### config.mk
export PLATFORM = sky130hd
export DESIGN_NAME = circular_fifo_queue
export DESIGN_NICKNAME = d
export VERILOG_FILES = /design/src/hw/rtl/cfq_pkg.sv /design/src/hw/rtl/circular_fifo_queue.sv /design/src/hw/rtl/cfq_mem.sv /design/src/hw/rtl/cfq_ptr.sv
export SDC_FILE = /design/constraint.sdc
export NUM_CORES = 2
export LEC_CHECK = 0
export BUFFER_PORTS_ARGS = -buffer_cell sky130_fd_sc_hd__buf_4
export CAP_MARGIN = 20
export CELL_PAD_IN_SITES_DETAIL_PLACEMENT = 1
export CELL_PAD_IN_SITES_GLOBAL_PLACEMENT = 2
export CORE_MARGIN = 1.5
export CORE_UTILIZATION = 30
export CTS_CLUSTER_SIZE = 28
export DETAILED_ROUTE_END_ITERATION = 10
export GPL_ROUTABILITY_DRIVEN = 0
export GPL_TIMING_DRIVEN = 0
export PLACE_DENSITY_LB_ADDON = 0.1
export SYNTH_ARGS = -nofsm -noshare
export SYNTH_HDL_FRONTEND = slang
export SYNTH_SLANG_ARGS = --single-unit
### constraint.sdc
create_clock -name clk -period 8.3 [get_ports clk]
set_input_delay 0 -clock clk [delete_from_list [all_inputs] [get_ports clk]]
set_output_delay 0 -clock clk [all_outputs]
set_load 0.01 [all_outputs]
### src/hw/rtl/cfq_pkg.sv
// ----------------------------------------------------------------------------
// cfq_pkg
// Shared types and constants for the circular FIFO queue: operation codes,
// the input and result word layouts, the control state and the per-operation
// flags passed from the pointer logic to the top level.
// ----------------------------------------------------------------------------
package cfq_pkg;

  // Width of the value fields on both channels.
  localparam int unsigned DATA_W = 32;
  // Width of the capacity register.
  localparam int unsigned CAP_W  = 7;

  // Operation codes carried in the func field; any other code is status only.
  localparam logic [1:0] FUNC_ENQ    = 2'd0;
  localparam logic [1:0] FUNC_DEQ    = 2'd1;
  localparam logic [1:0] FUNC_STATUS = 2'd2;

  // One input word.
  typedef struct packed {
    logic [1:0]               func;
    logic signed [DATA_W-1:0] push_value;
  } cfq_in_t;

  // One result word.
  typedef struct packed {
    logic                     ok;
    logic signed [DATA_W-1:0] oldest_value;
    logic signed [DATA_W-1:0] newest_value;
    logic                     is_empty;
    logic                     is_full;
  } cfq_out_t;

  // Control sequencer states.
  typedef enum logic {
    ST_IDLE,
    ST_LOAD
  } cfq_state_t;

  // Outcome of one operation, as decided from the pointers before the update.
  typedef struct packed {
    logic ok;          // operation succeeded (always for status)
    logic do_push;     // entry is written at the write index
    logic set_oldest;  // push into an empty queue: head becomes the pushed value
    logic load_oldest; // pop leaving entries: head comes from the memory
    logic now_empty;   // queue is empty after the operation
    logic now_full;    // queue is full after the operation
  } cfq_op_t;

endpackage

### src/hw/rtl/circular_fifo_queue.sv
// ----------------------------------------------------------------------------
// circular_fifo_queue
// Ring-buffer FIFO of signed values with a programmable capacity. Each input
// word enqueues, dequeues or only asks for status, and yields one result word.
//
// Usage:
//   Input channel (in_valid, in_stall, in_data): one operation per word.
//   Result channel (out_valid, out_stall, out_data): success flag, oldest and
//   newest held value (all ones when empty), empty and full flags.
//   Config channel (cfg_valid, cfg_ready, cfg_data): writes the capacity,
//   clamped to 1..MAX_DEPTH, and empties the queue. Write only when idle.
// Timing:
//   An accepted word moves the sequencer to the load state, where the result
//   register takes its word once free; input stalls until then, so no new
//   word is taken before that load. The load state uses the registered read
//   of the entry memory that fetches the new head after a dequeue.
//   While the receiver stalls, the result register holds its word; the next
//   input word is still accepted and waits in the load cycle until the
//   result register drains.
// Reset:
//   Synchronous, active low. The queue is empty and the capacity is
//   MAX_DEPTH. Entry memory is not cleared; only written entries are read.
// ----------------------------------------------------------------------------
module circular_fifo_queue #(
  parameter int unsigned MAX_DEPTH  = 64,
  parameter int unsigned VALUE_BITS = 32
) (
  input  logic                      clk,
  input  logic                      rst_n,
  input  logic                      in_valid,
  output logic                      in_stall,
  input  cfq_pkg::cfq_in_t          in_data,
  output logic                      out_valid,
  input  logic                      out_stall,
  output cfq_pkg::cfq_out_t         out_data,
  input  logic                      cfg_valid,
  output logic                      cfg_ready,
  input  logic [cfq_pkg::CAP_W-1:0] cfg_data
);

  import cfq_pkg::*;

  localparam int unsigned IDX_W = (MAX_DEPTH > 1) ? $clog2(MAX_DEPTH) : 1;
  localparam int unsigned CNT_W = $clog2(MAX_DEPTH + 1);

  cfq_state_t            state_r, state_nxt;
  cfq_op_t               op;
  cfq_op_t               op_r;
  logic [IDX_W-1:0]      wr_addr;
  logic [IDX_W-1:0]      rd_addr;
  logic [VALUE_BITS-1:0] push_ext;
  logic [VALUE_BITS-1:0] rd_data;
  logic [VALUE_BITS-1:0] oldest_r;
  logic [VALUE_BITS-1:0] newest_r;
  logic [VALUE_BITS-1:0] oldest_cur;
  logic                  in_accept;
  logic                  cfg_we;
  logic                  load_out;
  logic                  out_valid_r;
  cfq_out_t              out_r, out_nxt;

  // Handshakes.
  assign in_stall  = (state_r != ST_IDLE);
  assign in_accept = in_valid && !in_stall;
  assign cfg_ready = (state_r == ST_IDLE);
  assign cfg_we    = cfg_valid && cfg_ready;

  // The pushed value, sign-extended or truncated to the stored width.
  assign push_ext = VALUE_BITS'(in_data.push_value);

  cfq_ptr #(
    .MAX_DEPTH (MAX_DEPTH),
    .IDX_W     (IDX_W),
    .CNT_W     (CNT_W)
  ) u_ptr (
    .clk     (clk),
    .rst_n   (rst_n),
    .cfg_we  (cfg_we),
    .cfg_cap (cfg_data),
    .op_go   (in_accept),
    .func    (in_data.func),
    .op      (op),
    .wr_addr (wr_addr),
    .rd_addr (rd_addr)
  );

  cfq_mem #(
    .DEPTH  (MAX_DEPTH),
    .WIDTH  (VALUE_BITS),
    .ADDR_W (IDX_W)
  ) u_mem (
    .clk     (clk),
    .wr_en   (in_accept && op.do_push),
    .wr_addr (wr_addr),
    .wr_data (push_ext),
    .rd_en   (in_accept && op.load_oldest),
    .rd_addr (rd_addr),
    .rd_data (rd_data)
  );

  // Sequencer: accept in idle, then form the result once the register frees.
  always_comb begin
    state_nxt = state_r;
    load_out  = 1'b0;
    case (state_r)
      ST_IDLE: begin
        if (in_accept) begin
          state_nxt = ST_LOAD;
        end
      end
      ST_LOAD: begin
        if (!out_valid_r || !out_stall) begin
          load_out  = 1'b1;
          state_nxt = ST_IDLE;
        end
      end
      default: begin
        state_nxt = ST_IDLE;
      end
    endcase
  end

  always_ff @(posedge clk) begin
    if (!rst_n) begin
      state_r <= ST_IDLE;
    end else begin
      state_r <= state_nxt;
    end
  end

  // Head value after this operation: fresh from memory after a pop.
  assign oldest_cur = op_r.load_oldest ? rd_data : oldest_r;

  // Result word.
  always_comb begin
    out_nxt.ok           = op_r.ok;
    out_nxt.is_empty     = op_r.now_empty;
    out_nxt.is_full      = op_r.now_full;
    if (op_r.now_empty) begin
      out_nxt.oldest_value = DATA_W'({VALUE_BITS{1'b1}});
      out_nxt.newest_value = DATA_W'({VALUE_BITS{1'b1}});
    end else begin
      out_nxt.oldest_value = DATA_W'(oldest_cur);
      out_nxt.newest_value = DATA_W'(newest_r);
    end
  end

  // Operation flags and cached head and tail values.
  always_ff @(posedge clk) begin
    if (in_accept) begin
      op_r <= op;
      if (op.do_push) begin
        newest_r <= push_ext;
      end
      if (op.set_oldest) begin
        oldest_r <= push_ext;
      end
    end else if (load_out && op_r.load_oldest) begin
      oldest_r <= rd_data;
    end
  end

  // Result register.
  always_ff @(posedge clk) begin
    if (!rst_n) begin
      out_valid_r <= 1'b0;
    end else if (load_out) begin
      out_valid_r <= 1'b1;
    end else if (!out_stall) begin
      out_valid_r <= 1'b0;
    end
  end

  always_ff @(posedge clk) begin
    if (load_out) begin
      out_r <= out_nxt;
    end
  end

  assign out_valid = out_valid_r;
  assign out_data  = out_r;

  // Only one operation is in flight at a time.
  a_one_in_flight: assert property (@(posedge clk) disable iff (!rst_n)
    in_accept |=> in_stall)
    else $error("input accepted while an operation is in flight");

  // A capacity of at least one means empty and full never coincide.
  a_empty_not_full: assert property (@(posedge clk) disable iff (!rst_n)
    out_valid |-> !(out_data.is_empty && out_data.is_full))
    else $error("queue reported empty and full together");

  // An operation fails only on a full enqueue or an empty dequeue.
  a_fail_cause: assert property (@(posedge clk) disable iff (!rst_n)
    out_valid && !out_data.ok |-> (out_data.is_empty || out_data.is_full))
    else $error("operation failed with room and entries available");

  // An empty queue reports all-ones head and tail values.
  a_empty_values: assert property (@(posedge clk) disable iff (!rst_n)
    out_valid && out_data.is_empty |->
      (out_data.oldest_value == DATA_W'({VALUE_BITS{1'b1}})) &&
      (out_data.newest_value == DATA_W'({VALUE_BITS{1'b1}})))
    else $error("empty queue reported stale values");

endmodule

### src/hw/rtl/cfq_mem.sv
// ----------------------------------------------------------------------------
// cfq_mem
// Entry storage: a simple dual-port synchronous memory with one write port
// and one read port whose data is registered.
// ----------------------------------------------------------------------------
module cfq_mem #(
  parameter int unsigned DEPTH  = 64,
  parameter int unsigned WIDTH  = 32,
  parameter int unsigned ADDR_W = 6
) (
  input  logic              clk,
  input  logic              wr_en,
  input  logic [ADDR_W-1:0] wr_addr,
  input  logic [WIDTH-1:0]  wr_data,
  input  logic              rd_en,
  input  logic [ADDR_W-1:0] rd_addr,
  output logic [WIDTH-1:0]  rd_data
);

  logic [WIDTH-1:0] mem_r [DEPTH];
  logic [WIDTH-1:0] rd_data_r;

  // Write port.
  always_ff @(posedge clk) begin
    if (wr_en) begin
      mem_r[wr_addr] <= wr_data;
    end
  end

  // Read port; the data register holds its value until the next read.
  always_ff @(posedge clk) begin
    if (rd_en) begin
      rd_data_r <= mem_r[rd_addr];
    end
  end

  assign rd_data = rd_data_r;

endmodule

### src/hw/rtl/cfq_ptr.sv
// ----------------------------------------------------------------------------
// cfq_ptr
// Queue bookkeeping: read and write indices, entry count and the effective
// capacity. Decides the outcome of each operation and updates the pointers
// when the operation is started. A capacity write empties the queue.
// ----------------------------------------------------------------------------
module cfq_ptr #(
  parameter int unsigned MAX_DEPTH = 64,
  parameter int unsigned IDX_W     = 6,
  parameter int unsigned CNT_W     = 7
) (
  input  logic                      clk,
  input  logic                      rst_n,
  input  logic                      cfg_we,
  input  logic [cfq_pkg::CAP_W-1:0] cfg_cap,
  input  logic                      op_go,
  input  logic [1:0]                func,
  output cfq_pkg::cfq_op_t          op,
  output logic [IDX_W-1:0]          wr_addr,
  output logic [IDX_W-1:0]          rd_addr
);

  import cfq_pkg::*;

  localparam int unsigned CMP_W = (CNT_W > CAP_W) ? CNT_W : CAP_W;

  logic [IDX_W-1:0] wr_idx_r, wr_idx_nxt;
  logic [IDX_W-1:0] rd_idx_r, rd_idx_nxt;
  logic [CNT_W-1:0] cnt_r, cnt_nxt;
  logic [CNT_W-1:0] cap_r, cap_nxt;
  logic [CMP_W-1:0] cfg_ext;
  logic             is_enq;
  logic             is_deq;
  logic             can_push;
  logic             can_pop;
  logic             do_pop;

  // Advance an index by one, wrapping to zero at the capacity.
  function automatic logic [IDX_W-1:0] next_slot(input logic [IDX_W-1:0] idx,
                                                  input logic [CNT_W-1:0] cap);
    logic [CNT_W-1:0] inc;
    inc = CNT_W'(idx) + CNT_W'(1);
    if (inc >= cap) begin
      return '0;
    end else begin
      return IDX_W'(inc);
    end
  endfunction

  // Clamp the written capacity to the range one to MAX_DEPTH.
  always_comb begin
    cfg_ext = CMP_W'(cfg_cap);
    if (cfg_ext == '0) begin
      cap_nxt = CNT_W'(1);
    end else if (cfg_ext > CMP_W'(MAX_DEPTH)) begin
      cap_nxt = CNT_W'(MAX_DEPTH);
    end else begin
      cap_nxt = CNT_W'(cfg_ext);
    end
  end

  // Operation decode and outcome.
  always_comb begin
    is_enq   = (func == FUNC_ENQ);
    is_deq   = (func == FUNC_DEQ);
    can_push = (cnt_r != cap_r);
    can_pop  = (cnt_r != '0);
    do_pop   = is_deq && can_pop;

    op.ok       = !(is_enq && !can_push) && !(is_deq && !can_pop);
    op.do_push  = is_enq && can_push;

    cnt_nxt    = cnt_r;
    wr_idx_nxt = wr_idx_r;
    rd_idx_nxt = rd_idx_r;
    if (op.do_push) begin
      cnt_nxt    = cnt_r + CNT_W'(1);
      wr_idx_nxt = next_slot(wr_idx_r, cap_r);
    end else if (do_pop) begin
      cnt_nxt    = cnt_r - CNT_W'(1);
      rd_idx_nxt = next_slot(rd_idx_r, cap_r);
    end

    op.now_empty   = (cnt_nxt == '0);
    op.now_full    = (cnt_nxt == cap_r);
    op.set_oldest  = op.do_push && !can_pop;
    op.load_oldest = do_pop && (cnt_nxt != '0);
  end

  // The write goes to the current write index; the head is read at the
  // read index that follows the pop.
  assign wr_addr = wr_idx_r;
  assign rd_addr = rd_idx_nxt;

  // Pointer, count and capacity registers.
  always_ff @(posedge clk) begin
    if (!rst_n) begin
      wr_idx_r <= '0;
      rd_idx_r <= '0;
      cnt_r    <= '0;
      cap_r    <= CNT_W'(MAX_DEPTH);
    end else if (cfg_we) begin
      wr_idx_r <= '0;
      rd_idx_r <= '0;
      cnt_r    <= '0;
      cap_r    <= cap_nxt;
    end else if (op_go) begin
      wr_idx_r <= wr_idx_nxt;
      rd_idx_r <= rd_idx_nxt;
      cnt_r    <= cnt_nxt;
    end
  end

endmodule

==> results.md <==
* Outcome: finished clean
* Startpoint Class: flop
* Count leader, synth: edfxtp_1
* Clock Sink Count at 2243
* Syn Inst Count at ~6.5k
* FF+latch count, synth at ~2.2k
* Skew final at 0.0686 ns
* Reg clk slew, reported paths at 0.06 ns
* Global-route wire length before repair at 574000 microns
* Vias in the first global route at 61.2k
* DR WL/cell at 38.5 microns
* Pre-antenna DRT Iters at 5
* Crit path kind: flop to flop
* Largest net degree at the start of global routing at 67
* Register area share after synthesis at 0.755
* # setup viols final at 0
* Max Root-Sink Buffers at 4
* Core box area at 0.294 sq mm
* Post-synth EDFFs at 2215
* Cell area after layout at 0.107 sq mm
* CP max stage cell: a31oi_1
* Largest area contributor in the netlist: edfxtp_1
* I/O Buffers at 114
* Final Non-Filler Cells at about 11k
* Final WL at 438000 microns
* Antenna violations before repair at 66
* H-tree depth at 5
* Yosys warns at 0
* Final setup margin at 0.129 ns
* Vias at 62.5k
* Reg2reg setup slack at 0.13 ns
* Initial Util at 0.302
* Pins Over Slew Limit at 0
* CTS buffer count at 272
* Pre-CTS setup slack at 0.530 ns
* Worst Path Required at 8.91 ns
* Mapped Nets at about 6.6k
* Post-CTS resize count at 0
* Final Cycle Share at 0.984
* Netlist Area Pre-Place at approximately 0.089 sq mm
* Starting DRT DRC Count at 8090
* Chip height at 547 microns
* Worst path max stage delay at 0.99 ns
* Routed vias/inst at around 5.5
* Clock tree root driver cell: clkbuf_16
* Area of the multi-input gates at 0.0203 sq mm
* Headroom to the max-slew limit at 0.123
* LEAKAGE at 35.2 nW
* # IOs at 116
* Placed cells at between 10k and 15k
* Area Overhead vs Synth at 20.4%
* Primary FF master, synth: edfxtp_1
* Final Hold Viols at 0
* MaxCap Viol Count at 0
* Setup TNS at 0 ns
* Net total in the final layout at ~7.3k
* Top-area cell type share of the netlist area at 0.748
* Row cnt at 199
* Worst-margin pin slew at roughly 1.3 ns
* Die area at 0.300 sq mm
* CTS tree: yes
* ANT nets after route at 0
* Clk Latency, worst-skew pair at 0.92 ns
* Sequential cell area at 0.0671 sq mm
* Peak VDD IR at 0.000171 V
* Final core occ at 0.364
* Die Width at 547 microns
* DPL Wire Length at 307000 microns
* Layout filler cell count at 30.6k
* Placed cell area at 0.0980 sq mm
* Asr flop ratio synth at 0
* CP Capture Type: flop
* Top cells by area, synth: edfxtp_1 75%, nand2_1 7.4%, nand3_1 2.7%, a21oi_1 1.4%, a311oi_1 1.4%
* Fmax at 0.122 GHz
* Layout cells sized above 1 at 0.133
* Total gr overflow at 0
* Final min period at 8.17 ns
* Min-delay worst type: input pin to flop
* CP Data Arrival Time at 8.78 ns
* Post-synth top cells: 2215 x edfxtp_1, 1751 x nand2_1, 475 x nand3_1, 254 x a21oi_1, 196 x clkbuf_1
* CP Cell Sequence: ha_1, clkbuf_1, nand3_1, xnor2_1, ha_1, a21oi_1, o21a_1, o2111ai_1, nand2_1, buf_4, buf_2, buf_1, nand3_1, a31oi_1, nand4_1, and4_1
* Crit path max fanout at 10
* All-layer global routing usage at 0.287
* DRC at 0
* PD cells at approximately 240 mW/mm^2
* Syn Area/Cell at between 10 and 15 sq um
* Post-synth cell types at 70
* RSZ-0062 raised after global routing: false
-- per-stage QoR --
stage | hold slack (ns) | power [W]
after global routing | 0.106 | 0.0265
after CTS | 0.114 | 0.0260
after global placement | 0.269 | 0.0147
final | 0.121 | 0.0259
after detailed placement | 0.267 | 0.0148
after floorplan | 0.0989 | 0.0135
-- worst paths after layout --
kind / start / endpoint / cells past startpoint
max: u_ptr.rd_idx_r[1] / u_mem.rd_data[11] / 16
max reg2reg: u_ptr.rd_idx_r[1] / u_mem.rd_data[11] / 16
min reg2reg: op_r[5] / out_data[66] / 0
min: in_data[10] / u_mem.mem_r[54][10] / 2
-- registers in the layout, indices dropped and copies added, names as in the netlist --
| name | count |
|---|---|
| op_r | 4 |
| u_mem.mem_r | 2048 |
| out_data | 67 |
| in_stall | 1 |
| newest_r | 32 |
| u_ptr.wr_addr | 6 |
| u_mem.rd_data | 32 |
| u_ptr.rd_idx_r | 6 |
| out_valid | 1 |
| u_ptr.cnt_r | 7 |
| oldest_r | 32 |
| u_ptr.cap_r | 7 |
-- placed cells by master, fill, tap and decap left out, drive strengths merged, types with 5 or more instances in the layout --
cell | Yosys | layout
o21a | 5 | 5
nor2 | 127 | 127
clkinv | 1 | 105
nor3 | 18 | 18
o22ai | 13 | 13
o21ai | 85 | 85
a21oi | 255 | 255
or2 | 35 | 35
a32oi | 29 | 29
a211o | 33 | 33
diode | 0 | 43
mux2i | 76 | 76
and4 | 26 | 26
or3 | 6 | 6
a211oi | 152 | 152
o211ai | 6 | 6
o221ai | 27 | 27
inv | 15 | 25
nand3 | 475 | 475
nor4 | 35 | 35
xor2 | 21 | 21
a311oi | 140 | 140
dlygate4sd3 | 0 | 68
nand2b | 7 | 7
and3 | 177 | 177
ha | 19 | 19
nor2b | 38 | 38
nand2 | 1753 | 1753
a31oi | 157 | 157
edfxtp | 2215 | 2215
dfxtp | 28 | 28
nand4 | 54 | 54
buf | 259 | 557
a22oi | 10 | 10
xnor2 | 10 | 10
a21o | 7 | 7
clkbuf | 197 | 566
-- routing by layer --
metal | global-route usage | wire (microns) | vias to the layer above | part of all wire
li1 | - | - | 25892 | -
met1 | 0.382 | 182000 | 32927 | 0.41
met2 | 0.447 | 196000 | 2950 | 0.45
met3 | 0.0559 | 34700 | 723 | 0.079
met4 | 0.142 | 25300 | 24 | 0.058
met5 | 0 | 156 | - | 0.00036
-- logic make-up (layout without fill, tap and decap cells) --
kind of cell,after synthesis,count (layout),share of synthesized area
other,0,43,0
DFF,2243,2243,0.755
buffers and inverters,472,1326,0.0235
AOI/OAI and AO/OA,937,937,0.0712
muxes,79,79,0.00894
and+or+nand+nor,2764,2764,0.136
xor gates and xnor gates,31,31,0.00305
adders and majority gates,19,19,0.00267
-- where the power goes --
part / switching [W] / internal [W]
sequential: 0.0000144 / 0.0125
clock: 0.00497 / 0.00634
combinational: 0.00164 / 0.000430
-- what timing repair did --
item	in CTS	in global routing
buffers inserted	0	0
hold buffers	68	0
endpoints found under the hold margin	2167	0
-- critical path, delay by kind of cell (launching register included) --
| kind | cells | cell delay, ns |
|---|---|---|
| buffers and inverters | 4 | 2.31 |
| AO/OA/AOI/OAI | 4 | 1.95 |
| AND/OR/NAND/NOR | 5 | 2.21 |
| flip-flops | 1 | 0.49 |
| adder cells (fa/ha/maj) | 2 | 0.52 |
| XOR/XNOR | 1 | 0.28 |
-- cell type report --
type | instances | share of cell area
Clock inverter | 119 | 0.00744
Inverter | 16 | 0.000573
Tap cell | 3919 | 0.0458
Timing Repair Buffer | 366 | 0.0411
Antenna cell | 43 | 0.00101
Multi-Input combinational cell | 3830 | 0.189
Clock buffer | 369 | 0.0686
Buffer | 456 | 0.0191
Sequential cell | 2243 | 0.627
No activity file was read; power rests on OpenSTA's default activity.
